### src/rtl/core/gbn_pkg.sv
// Shared widths, codes, defaults and types for the Go-Back-N sender window unit.
`timescale 1ns / 1ps

package gbn_pkg;

	localparam int IDX_W      = 15;
	localparam int LEN_W      = 11;
	localparam int FL_W       = 24;
	localparam int WS_W       = 5;
	localparam int TO_W       = 16;
	localparam int TICK_W     = 17;
	localparam int OP_W       = 2;
	localparam int CFG_IDX_W  = 2;
	localparam int CFG_DATA_W = 24;

	localparam int PAYLOAD_BYTES_DEF = 1024;
	localparam int MAX_WINDOW_DEF    = 16;
	localparam int MAX_PACKETS_DEF   = 16384;

	localparam logic [OP_W-1:0] OP_SEND = 2'd0;
	localparam logic [OP_W-1:0] OP_ACK  = 2'd1;
	localparam logic [OP_W-1:0] OP_TICK = 2'd2;

	localparam logic [CFG_IDX_W-1:0] REG_WINDOW_SIZE   = 2'd0;
	localparam logic [CFG_IDX_W-1:0] REG_FILE_LENGTH   = 2'd1;
	localparam logic [CFG_IDX_W-1:0] REG_TIMEOUT_TICKS = 2'd2;

	localparam logic [WS_W-1:0] WINDOW_SIZE_RST   = 5'd5;
	localparam logic [FL_W-1:0] FILE_LENGTH_RST   = 24'd0;
	localparam logic [TO_W-1:0] TIMEOUT_TICKS_RST = 16'd200;

	typedef struct packed {
		logic [IDX_W-1:0] idx;
		logic             le;
		logic             fin;
		logic [LEN_W-1:0] len;
	} gbn_cls_t;

endpackage

### src/rtl/core/gbn_len_unit.sv
// Shared multiply-and-compare unit that classifies one packet index and gives its length.
`timescale 1ns / 1ps

module gbn_len_unit #(
	parameter int PAYLOAD_BYTES = gbn_pkg::PAYLOAD_BYTES_DEF,
	parameter int MAX_PACKETS   = gbn_pkg::MAX_PACKETS_DEF
) (
	input  logic                        clk,
	input  logic                        ld,
	input  logic [gbn_pkg::IDX_W-1:0]   idx,
	input  logic [gbn_pkg::FL_W-1:0]    file_length,
	output gbn_pkg::gbn_cls_t           cls
);

	localparam int PB_W = $clog2(PAYLOAD_BYTES + 1);
	localparam int PR_W = gbn_pkg::IDX_W + PB_W;
	localparam int CW   = ((PR_W > gbn_pkg::FL_W) ? PR_W : gbn_pkg::FL_W) + 1;
	localparam logic [CW-1:0] PB_C = CW'(PAYLOAD_BYTES);
	localparam logic [17:0]   MP_C = 18'(MAX_PACKETS);

	logic [gbn_pkg::IDX_W-1:0] idx_s1;
	logic [PR_W-1:0]           prod_s1;
	logic [CW-1:0]             prod_c;
	logic [CW-1:0]             prev_c;
	logic [CW-1:0]             fl_c;
	logic [CW-1:0]             diff_c;
	logic                      lt;
	logic                      le;
	logic                      fin;

	always_ff @(posedge clk) begin
		if (ld) begin
			idx_s1  <= idx;
			prod_s1 <= PR_W'(idx) * PR_W'(PAYLOAD_BYTES);
		end
	end

	// An index lies below the packet count when its end offset is still short of the file.
	always_comb begin
		prod_c = CW'(prod_s1);
		prev_c = prod_c - PB_C;
		fl_c   = CW'(file_length);
		diff_c = fl_c - prev_c;
		lt     = (prod_c < fl_c) && (18'(idx_s1) < MP_C);
		le     = lt || ((prev_c < fl_c) && (18'(idx_s1) <= MP_C));
		fin    = le && !lt;
		cls.idx = idx_s1;
		cls.le  = le;
		cls.fin = fin;
		if (lt) begin
			cls.len = PB_C[gbn_pkg::LEN_W-1:0];
		end else if (fin) begin
			cls.len = diff_c[gbn_pkg::LEN_W-1:0];
		end else begin
			cls.len = '0;
		end
	end

endmodule

### src/rtl/core/gbn_ctrl.sv
// Sequencer holding the window state and driving the shared unit and the result registers.
`timescale 1ns / 1ps

module gbn_ctrl #(
	parameter int MAX_WINDOW = gbn_pkg::MAX_WINDOW_DEF
) (
	input  logic                       clk,
	input  logic                       arst_n,
	input  logic                       start,
	input  logic [gbn_pkg::OP_W-1:0]   opcode,
	input  logic [gbn_pkg::IDX_W-1:0]  ack_number,
	input  logic                       ack_good,
	input  logic [gbn_pkg::WS_W-1:0]   window_size,
	input  logic [gbn_pkg::TO_W-1:0]   timeout_ticks,
	input  gbn_pkg::gbn_cls_t          cls,
	output logic                       ld,
	output logic [gbn_pkg::IDX_W-1:0]  idx,
	output logic                       busy,
	output logic                       result_valid,
	output logic [gbn_pkg::IDX_W-1:0]  packet_index,
	output logic [gbn_pkg::LEN_W-1:0]  packet_length,
	output logic                       final_packet,
	output logic                       retransmit,
	output logic                       run_last
);

	localparam int CNT_W = $clog2(MAX_WINDOW + 1);
	localparam logic [CNT_W-1:0] CNT_LAST = CNT_W'(MAX_WINDOW - 1);
	localparam logic [16:0] WIN_MAX = 17'(MAX_WINDOW);

	typedef enum logic [3:0] {
		ST_IDLE = 4'b0001,
		ST_BASE = 4'b0010,
		ST_SEND = 4'b0100,
		ST_RES  = 4'b1000
	} gbn_state_t;

	gbn_state_t                 state_q, state_d;
	logic [gbn_pkg::OP_W-1:0]   op_q;
	logic [gbn_pkg::IDX_W-1:0]  ack_q;
	logic                       good_q;
	logic [gbn_pkg::IDX_W-1:0]  base_q, base_d;
	logic [gbn_pkg::IDX_W-1:0]  next_q, next_d;
	logic [gbn_pkg::TICK_W-1:0] el_q, el_d;
	logic [gbn_pkg::TICK_W-1:0] tick_nxt;
	logic [CNT_W-1:0]           cnt_q, cnt_d;
	logic [16:0]                win;
	logic [16:0]                limit;
	logic                       emit;
	logic                       emit_retx;
	logic                       emit_last;
	logic                       last_res;

	always_comb begin
		if (window_size == '0) begin
			win = 17'd1;
		end else if (17'(window_size) > WIN_MAX) begin
			win = WIN_MAX;
		end else begin
			win = 17'(window_size);
		end
		limit    = 17'(base_q) + win;
		tick_nxt = (el_q == '1) ? el_q : el_q + 1'b1;
		last_res = ((17'(cls.idx) + 17'd1) == 17'(next_q)) || (cnt_q == CNT_LAST);
	end

	always_comb begin
		state_d   = state_q;
		base_d    = base_q;
		next_d    = next_q;
		el_d      = el_q;
		cnt_d     = cnt_q;
		ld        = 1'b0;
		idx       = base_q;
		emit      = 1'b0;
		emit_retx = 1'b0;
		emit_last = 1'b1;
		case (state_q)
			ST_IDLE: begin
				if (start) begin
					ld      = 1'b1;
					state_d = ST_BASE;
				end
			end
			ST_BASE: begin
				state_d = ST_IDLE;
				if (cls.le) begin
					case (op_q)
						gbn_pkg::OP_SEND: begin
							if (17'(next_q) < limit) begin
								ld      = 1'b1;
								idx     = next_q;
								state_d = ST_SEND;
							end
						end
						gbn_pkg::OP_ACK: begin
							if (good_q && (ack_q == base_q) && (base_q < next_q)) begin
								base_d = base_q + 1'b1;
								el_d   = '0;
							end
						end
						gbn_pkg::OP_TICK: begin
							if (tick_nxt > gbn_pkg::TICK_W'(timeout_ticks)) begin
								el_d = '0;
								if (base_q < next_q) begin
									ld      = 1'b1;
									cnt_d   = '0;
									state_d = ST_RES;
								end
							end else begin
								el_d = tick_nxt;
							end
						end
						default: begin
							state_d = ST_IDLE;
						end
					endcase
				end
			end
			ST_SEND: begin
				state_d = ST_IDLE;
				if (cls.le) begin
					emit   = 1'b1;
					next_d = next_q + 1'b1;
				end
			end
			ST_RES: begin
				emit      = 1'b1;
				emit_retx = 1'b1;
				emit_last = last_res;
				if (last_res) begin
					state_d = ST_IDLE;
				end else begin
					ld    = 1'b1;
					idx   = cls.idx + 1'b1;
					cnt_d = cnt_q + 1'b1;
				end
			end
			default: begin
				state_d = ST_IDLE;
			end
		endcase
	end

	always_ff @(posedge clk or negedge arst_n) begin
		if (!arst_n) begin
			state_q      <= ST_IDLE;
			base_q       <= gbn_pkg::IDX_W'(1);
			next_q       <= gbn_pkg::IDX_W'(1);
			el_q         <= '0;
			cnt_q        <= '0;
			result_valid <= 1'b0;
		end else begin
			state_q      <= state_d;
			base_q       <= base_d;
			next_q       <= next_d;
			el_q         <= el_d;
			cnt_q        <= cnt_d;
			result_valid <= emit;
		end
	end

	always_ff @(posedge clk) begin
		if (state_q == ST_IDLE && start) begin
			op_q   <= opcode;
			ack_q  <= ack_number;
			good_q <= ack_good;
		end
		if (emit) begin
			packet_index  <= cls.idx;
			packet_length <= cls.len;
			final_packet  <= cls.fin;
			retransmit    <= emit_retx;
			run_last      <= emit_last;
		end
	end

	assign busy = (state_q != ST_IDLE);

endmodule

### src/rtl/core/go_back_n_sender_window_unit.sv
// Top level of the Go-Back-N sender window unit with its configuration registers.
// An acknowledgement, a plain tick or a refused word is done in the base state, which classifies the base index.
// A send inside the window then classifies the next index in the send state; its result shows as busy falls.
// A timeout resend of n packets runs through the resend state and shows one result a cycle.
// Each index passes the registered multiply by the payload size in the shared unit first.
// Reset clears the window to base 1, next index 1 and the timer; the receiver cannot stall.
`timescale 1ns / 1ps

module go_back_n_sender_window_unit #(
	parameter int PAYLOAD_BYTES = gbn_pkg::PAYLOAD_BYTES_DEF,
	parameter int MAX_WINDOW    = gbn_pkg::MAX_WINDOW_DEF,
	parameter int MAX_PACKETS   = gbn_pkg::MAX_PACKETS_DEF
) (
	input  logic                            clk,
	input  logic                            arst_n,
	input  logic                            start,
	output logic                            busy,
	input  logic [gbn_pkg::OP_W-1:0]        opcode,
	input  logic [gbn_pkg::IDX_W-1:0]       ack_number,
	input  logic                            ack_good,
	input  logic                            cfg_we,
	input  logic [gbn_pkg::CFG_IDX_W-1:0]   cfg_index,
	input  logic [gbn_pkg::CFG_DATA_W-1:0]  cfg_data,
	output logic                            result_valid,
	output logic [gbn_pkg::IDX_W-1:0]       packet_index,
	output logic [gbn_pkg::LEN_W-1:0]       packet_length,
	output logic                            final_packet,
	output logic                            retransmit,
	output logic                            run_last
);

	logic [gbn_pkg::WS_W-1:0]  window_size_q;
	logic [gbn_pkg::FL_W-1:0]  file_length_q;
	logic [gbn_pkg::TO_W-1:0]  timeout_ticks_q;
	logic                      ld;
	logic [gbn_pkg::IDX_W-1:0] idx;
	gbn_pkg::gbn_cls_t         cls;

	always_ff @(posedge clk or negedge arst_n) begin
		if (!arst_n) begin
			window_size_q   <= gbn_pkg::WINDOW_SIZE_RST;
			file_length_q   <= gbn_pkg::FILE_LENGTH_RST;
			timeout_ticks_q <= gbn_pkg::TIMEOUT_TICKS_RST;
		end else if (cfg_we) begin
			case (cfg_index)
				gbn_pkg::REG_WINDOW_SIZE: begin
					window_size_q <= cfg_data[gbn_pkg::WS_W-1:0];
				end
				gbn_pkg::REG_FILE_LENGTH: begin
					file_length_q <= cfg_data[gbn_pkg::FL_W-1:0];
				end
				gbn_pkg::REG_TIMEOUT_TICKS: begin
					timeout_ticks_q <= cfg_data[gbn_pkg::TO_W-1:0];
				end
				default: begin
					timeout_ticks_q <= timeout_ticks_q;
				end
			endcase
		end
	end

	gbn_ctrl #(
		.MAX_WINDOW (MAX_WINDOW)
	) u_ctrl (
		.clk           (clk),
		.arst_n        (arst_n),
		.start         (start),
		.opcode        (opcode),
		.ack_number    (ack_number),
		.ack_good      (ack_good),
		.window_size   (window_size_q),
		.timeout_ticks (timeout_ticks_q),
		.cls           (cls),
		.ld            (ld),
		.idx           (idx),
		.busy          (busy),
		.result_valid  (result_valid),
		.packet_index  (packet_index),
		.packet_length (packet_length),
		.final_packet  (final_packet),
		.retransmit    (retransmit),
		.run_last      (run_last)
	);

	gbn_len_unit #(
		.PAYLOAD_BYTES (PAYLOAD_BYTES),
		.MAX_PACKETS   (MAX_PACKETS)
	) u_len (
		.clk         (clk),
		.ld          (ld),
		.idx         (idx),
		.file_length (file_length_q),
		.cls         (cls)
	);

endmodule

### config.mk
export PLATFORM = sky130hd
export DESIGN_NAME = go_back_n_sender_window_unit
export DESIGN_NICKNAME = d
export VERILOG_FILES = /design/src/rtl/core/gbn_pkg.sv /design/src/rtl/core/gbn_len_unit.sv /design/src/rtl/core/gbn_ctrl.sv /design/src/rtl/core/go_back_n_sender_window_unit.sv
export SDC_FILE = /design/constraint.sdc
export NUM_CORES = 1
export LEC_CHECK = 0
export BUFFER_PORTS_ARGS = -buffer_cell sky130_fd_sc_hd__buf_4
export CORE_MARGIN = 1.5
export CORE_UTILIZATION = 28
export DETAILED_ROUTE_END_ITERATION = 8
export PLACE_DENSITY = 0.42
export SETUP_SLACK_MARGIN = 0.4
export SYNTH_ARGS = -nofsm -noshare
export SYNTH_HDL_FRONTEND = slang
export SYNTH_SLANG_ARGS = --single-unit
### constraint.sdc
create_clock -name clk -period 6.5 [get_ports clk]
set_clock_uncertainty 0.2 [all_clocks]
set_input_delay 0.325 -clock clk [delete_from_list [all_inputs] [get_ports clk]]
set_output_delay 0.325 -clock clk [all_outputs]
set_load 0.005 [all_outputs]
==> impl_results.md <==
- Commonest register cell after synthesis: dfrtp_1
- TritonCTS clock tree: built
- Most frequent cells in the layout: dfrtp_1, ha_1, buf_4
- Startpoint type of the worst setup path: flop
- Vias per cell: 4.74
- CTS H-Tree Depth: 4
- Hold path depth: 3
- Largest cells by area after synthesis: dfrtp_1, edfxtp_1, ha_1, mux2_2, xnor2_1
- Peak VDD IR: between 0.15 and 0.2 mV
- Syn Std Cell Area: 10,100 um^2
- Buf+Inv Stages, Crit Path: 0
- Largest delay contributor family on the critical path: simple AND/OR/NAND/NOR gates
- Hold Slack: around 0.18 ns
- Clk root buf: clkbuf_16
- Vias in the first global route: 7,383
- TritonCTS buffer count: 17
- Initial antenna violation count: 0
- CP Data Required Time: around 6.4 ns
- Period utilization: 86.9%
- WP data arrival: approximately 5.6 ns
- Drc violations: 0
- Ys async rst share: about 62%
- Worst hold path type: primary input to flop
- Initial DRC count: approximately 350
- Fin. max-slew vios: 0
- Placer Congestion: around 0.8
- Fin nets: roughly 1,200
- Layout Cells excl Fill: roughly 1,500
- Critical path, cell by cell: ha_1, nand2_1, nor4_1, nand3_1, nand4_1, nor3_1, nor2b_1, or2_2, ha_1, nand4_1, nor4_1, nor4_1, a211oi_1, a2111oi_0, nand2_1, a21oi_1, or3_2
- LEAKAGE: between 5 and 6 nW
- Clk slew on worst S/H paths: approximately 0.08 ns
- Initial Util: between 20% and 30%
- Maximum clock frequency: 177 MHz
- Yosys warnings: 0
- Die area: approximately 37,000 um^2
- CP max stage delay: 0.65 ns
- Vias: between 7,000 and 8,000
- Number of synthesized flops with an enable pin: 62
- GRT overflow: 0
- Top-area cell type share of the netlist area: a little under a quarter
- Mean Syn Cell Area: roughly 11 um^2
- Slew headroom: about 28%
- Row count: between 60 and 70
- Status: finished, final reports clean
- Most common cell after layout, fill and taps aside: dfrtp_1
- GR Util All Layers: 15.0%
- Syn_nets: roughly 1,100
- Critical path's slowest cell: or3_2
- TritonCTS Sinks: around 160
- Antenna-violating nets left: 0
- Largest net degree at the start of global routing: between 50 and 60
- Sequential area share after synthesis: a little over two fifths
- Wire per inst: approximately 17 um
- RSZ-0062 raised after global routing: false
- Clk Latency, worst-skew pair: between 0.4 and 0.5 ns
- Placed Cells incl. Taps: 1,457
- Minimum clock period: between 5 and 6 ns
- # setup viols final: 0
- Final Hold Vio Count: 0
- CP max FO: 15
- FF-to-FF path depth: 17
- Cell variety after synth: 72
- Die extent in x: between 150 and 200 um
- Std-Cell Core Area: between 30,000 and 40,000 um^2
- Max-cap check violation count: 0
- Gate Count Post-Synth: 945
- Share of cells above drive strength 1: around 19%
- Crit. End Element: flop
- Worst slew pin tran: about 1.1 ns
- Stages on worst setup path: 17
- CP most frequent cell: nor4_1
- Max clock buf depth: 2
- Synth area leader: dfrtp_1
- Die Span Y: between 150 and 200 um
- N_diodes: 0
- DP Wirelength: between 15,000 and 20,000 um
- P per Cell Area: 236 nW/um^2
- Seq cells post-synth: 164
- Setup TNS: 0 ns
- I/O pin count: 79
- Post-CTS Setup Bufs: 0
- PortBufs: 78
- Area grow syn2layout: 20.7%
- DR pass1 iterations: 5
- First-pass GRT wire length: 42,100 um
- WS Path Type: flop to flop
- Final WL: ~26,000 um
through the flow:
stage / instance area [um^2] / util (%) / total power [W] / setup slack [ns]
floorplan: 10100 / - / 0.00165 / 1.86
global placement: 11200 / 31.4 / 0.00184 / 1.09
detailed placement: 11200 / 31.4 / 0.00184 / 0.935
CTS: 12200 / 34.3 / 0.00292 / 0.878
global route: 12200 / 34.3 / 0.00304 / 0.445
finish: 12200 / 34.3 / 0.00287 / 0.854
per-layer routing:
layer	global-route usage (%)	part of all wire [%]	vias to the layer above
li1	-	-	3630
met3	2.20	2.5	21
met1	21.2	52	3502
met5	0	0	-
met4	4.77	1.5	0
met2	23.3	45	114
cells by family (layout without fill, tap and decap cells):
logic type	after synthesis	in the layout	share of synthesized area, %
AO/OA/AOI/OAI	152	152	10.7
AND/OR/NAND/NOR	297	297	16.8
adder cells (fa/ha/maj)	86	86	10.7
buffers and inverters	102	229	4.10
XOR/XNOR	94	94	8.29
flip-flops	164	164	43.8
multiplexers	50	50	5.55
worst min-delay path, cell delays in order:
cell and delay [ns]:
buf_4 0.09, nor3b_1 0.13, mux2_2 0.25
state kept, by name (all words and copies together), names as in the netlist, 2 cells and up:
register,count
u_len.idx_s1,15
u_ctrl.el_q,17
u_ctrl.cnt_q,5
u_ctrl.ack_q,15
u_ctrl.packet_length,11
timeout_ticks_q,16
window_size_q,5
u_ctrl.next_q,15
u_ctrl.packet_index,15
u_ctrl.base_q,15
file_length_q,24
u_ctrl.state_q,4
u_ctrl.op_q,2
what timing repair did:
| action | CTS | global route |
|---|---|---|
| hold buffers | 44 | 0 |
| resized for setup | 0 | 1 |
| endpoints found under the setup margin | 0 | 15 |
| hold endpoints to repair | 108 | 0 |
cells in the mapped netlist, types with 3 or more instances:
library cell and n:
a211oi_1 8, a21o_1 29, a21oi_1 33, a221o_1 4, a22o_1 14, a31oi_1 5, and2_1 15, and3_1 13
and4_1 3, buf_2 13, clkbuf_1 18, dfrtp_1 94, dfstp_2 8, edfxtp_1 62, ha_1 85, inv_1 68
mux2_2 47, nand2_1 58, nand2b_1 15, nand3_1 30, nand3b_1 4, nand4_1 21, nor2_1 50, nor2b_1 9
nor3_1 19, nor3_2 5, nor4_1 18, nor4_2 4, nor4b_2 3, o2111ai_1 3, o211ai_1 3, o21a_1 4
o21ai_0 21, o21ai_1 4, o21bai_1 4, or2_1 3, or2_2 6, or3_1 8, xnor2_1 49, xor2_1 44
report_power, final:
part	internal [W]	switching, W	leakage [nW]
sequential	0.00119	0.000103	1.89
combinational	0.000252	0.000289	3.18
clock	0.000545	0.000489	0.289
total	0.00199	0.000881	5.36
worst paths after layout:
kind | from | end | slack, ns
max in group asynchronous | arst_n | file_length_q[7] | 4.60
min in group asynchronous | arst_n | u_ctrl.el_q[5] | 0.25
worst max-delay path | u_ctrl.el_q[0] | u_len.idx_s1[12] | 0.85
worst min register to register | u_ctrl.cnt_q[3] | u_ctrl.cnt_q[3] | 0.29
worst max register to register | u_ctrl.el_q[0] | u_len.idx_s1[12] | 0.85
worst min-delay path | cfg_index[0] | window_size_q[1] | 0.18
area by class of cell:
class                   count  area [um^2]
fillers                  3651        23400
multi-input cells         679         5270
flip-flops and latches    164         4420
repair buffers            129         1080
well taps                 461          577
clock buffers              17          425
inverters                  68          255
clock inverters            15          159
Power figures use the tool's default switching activity.
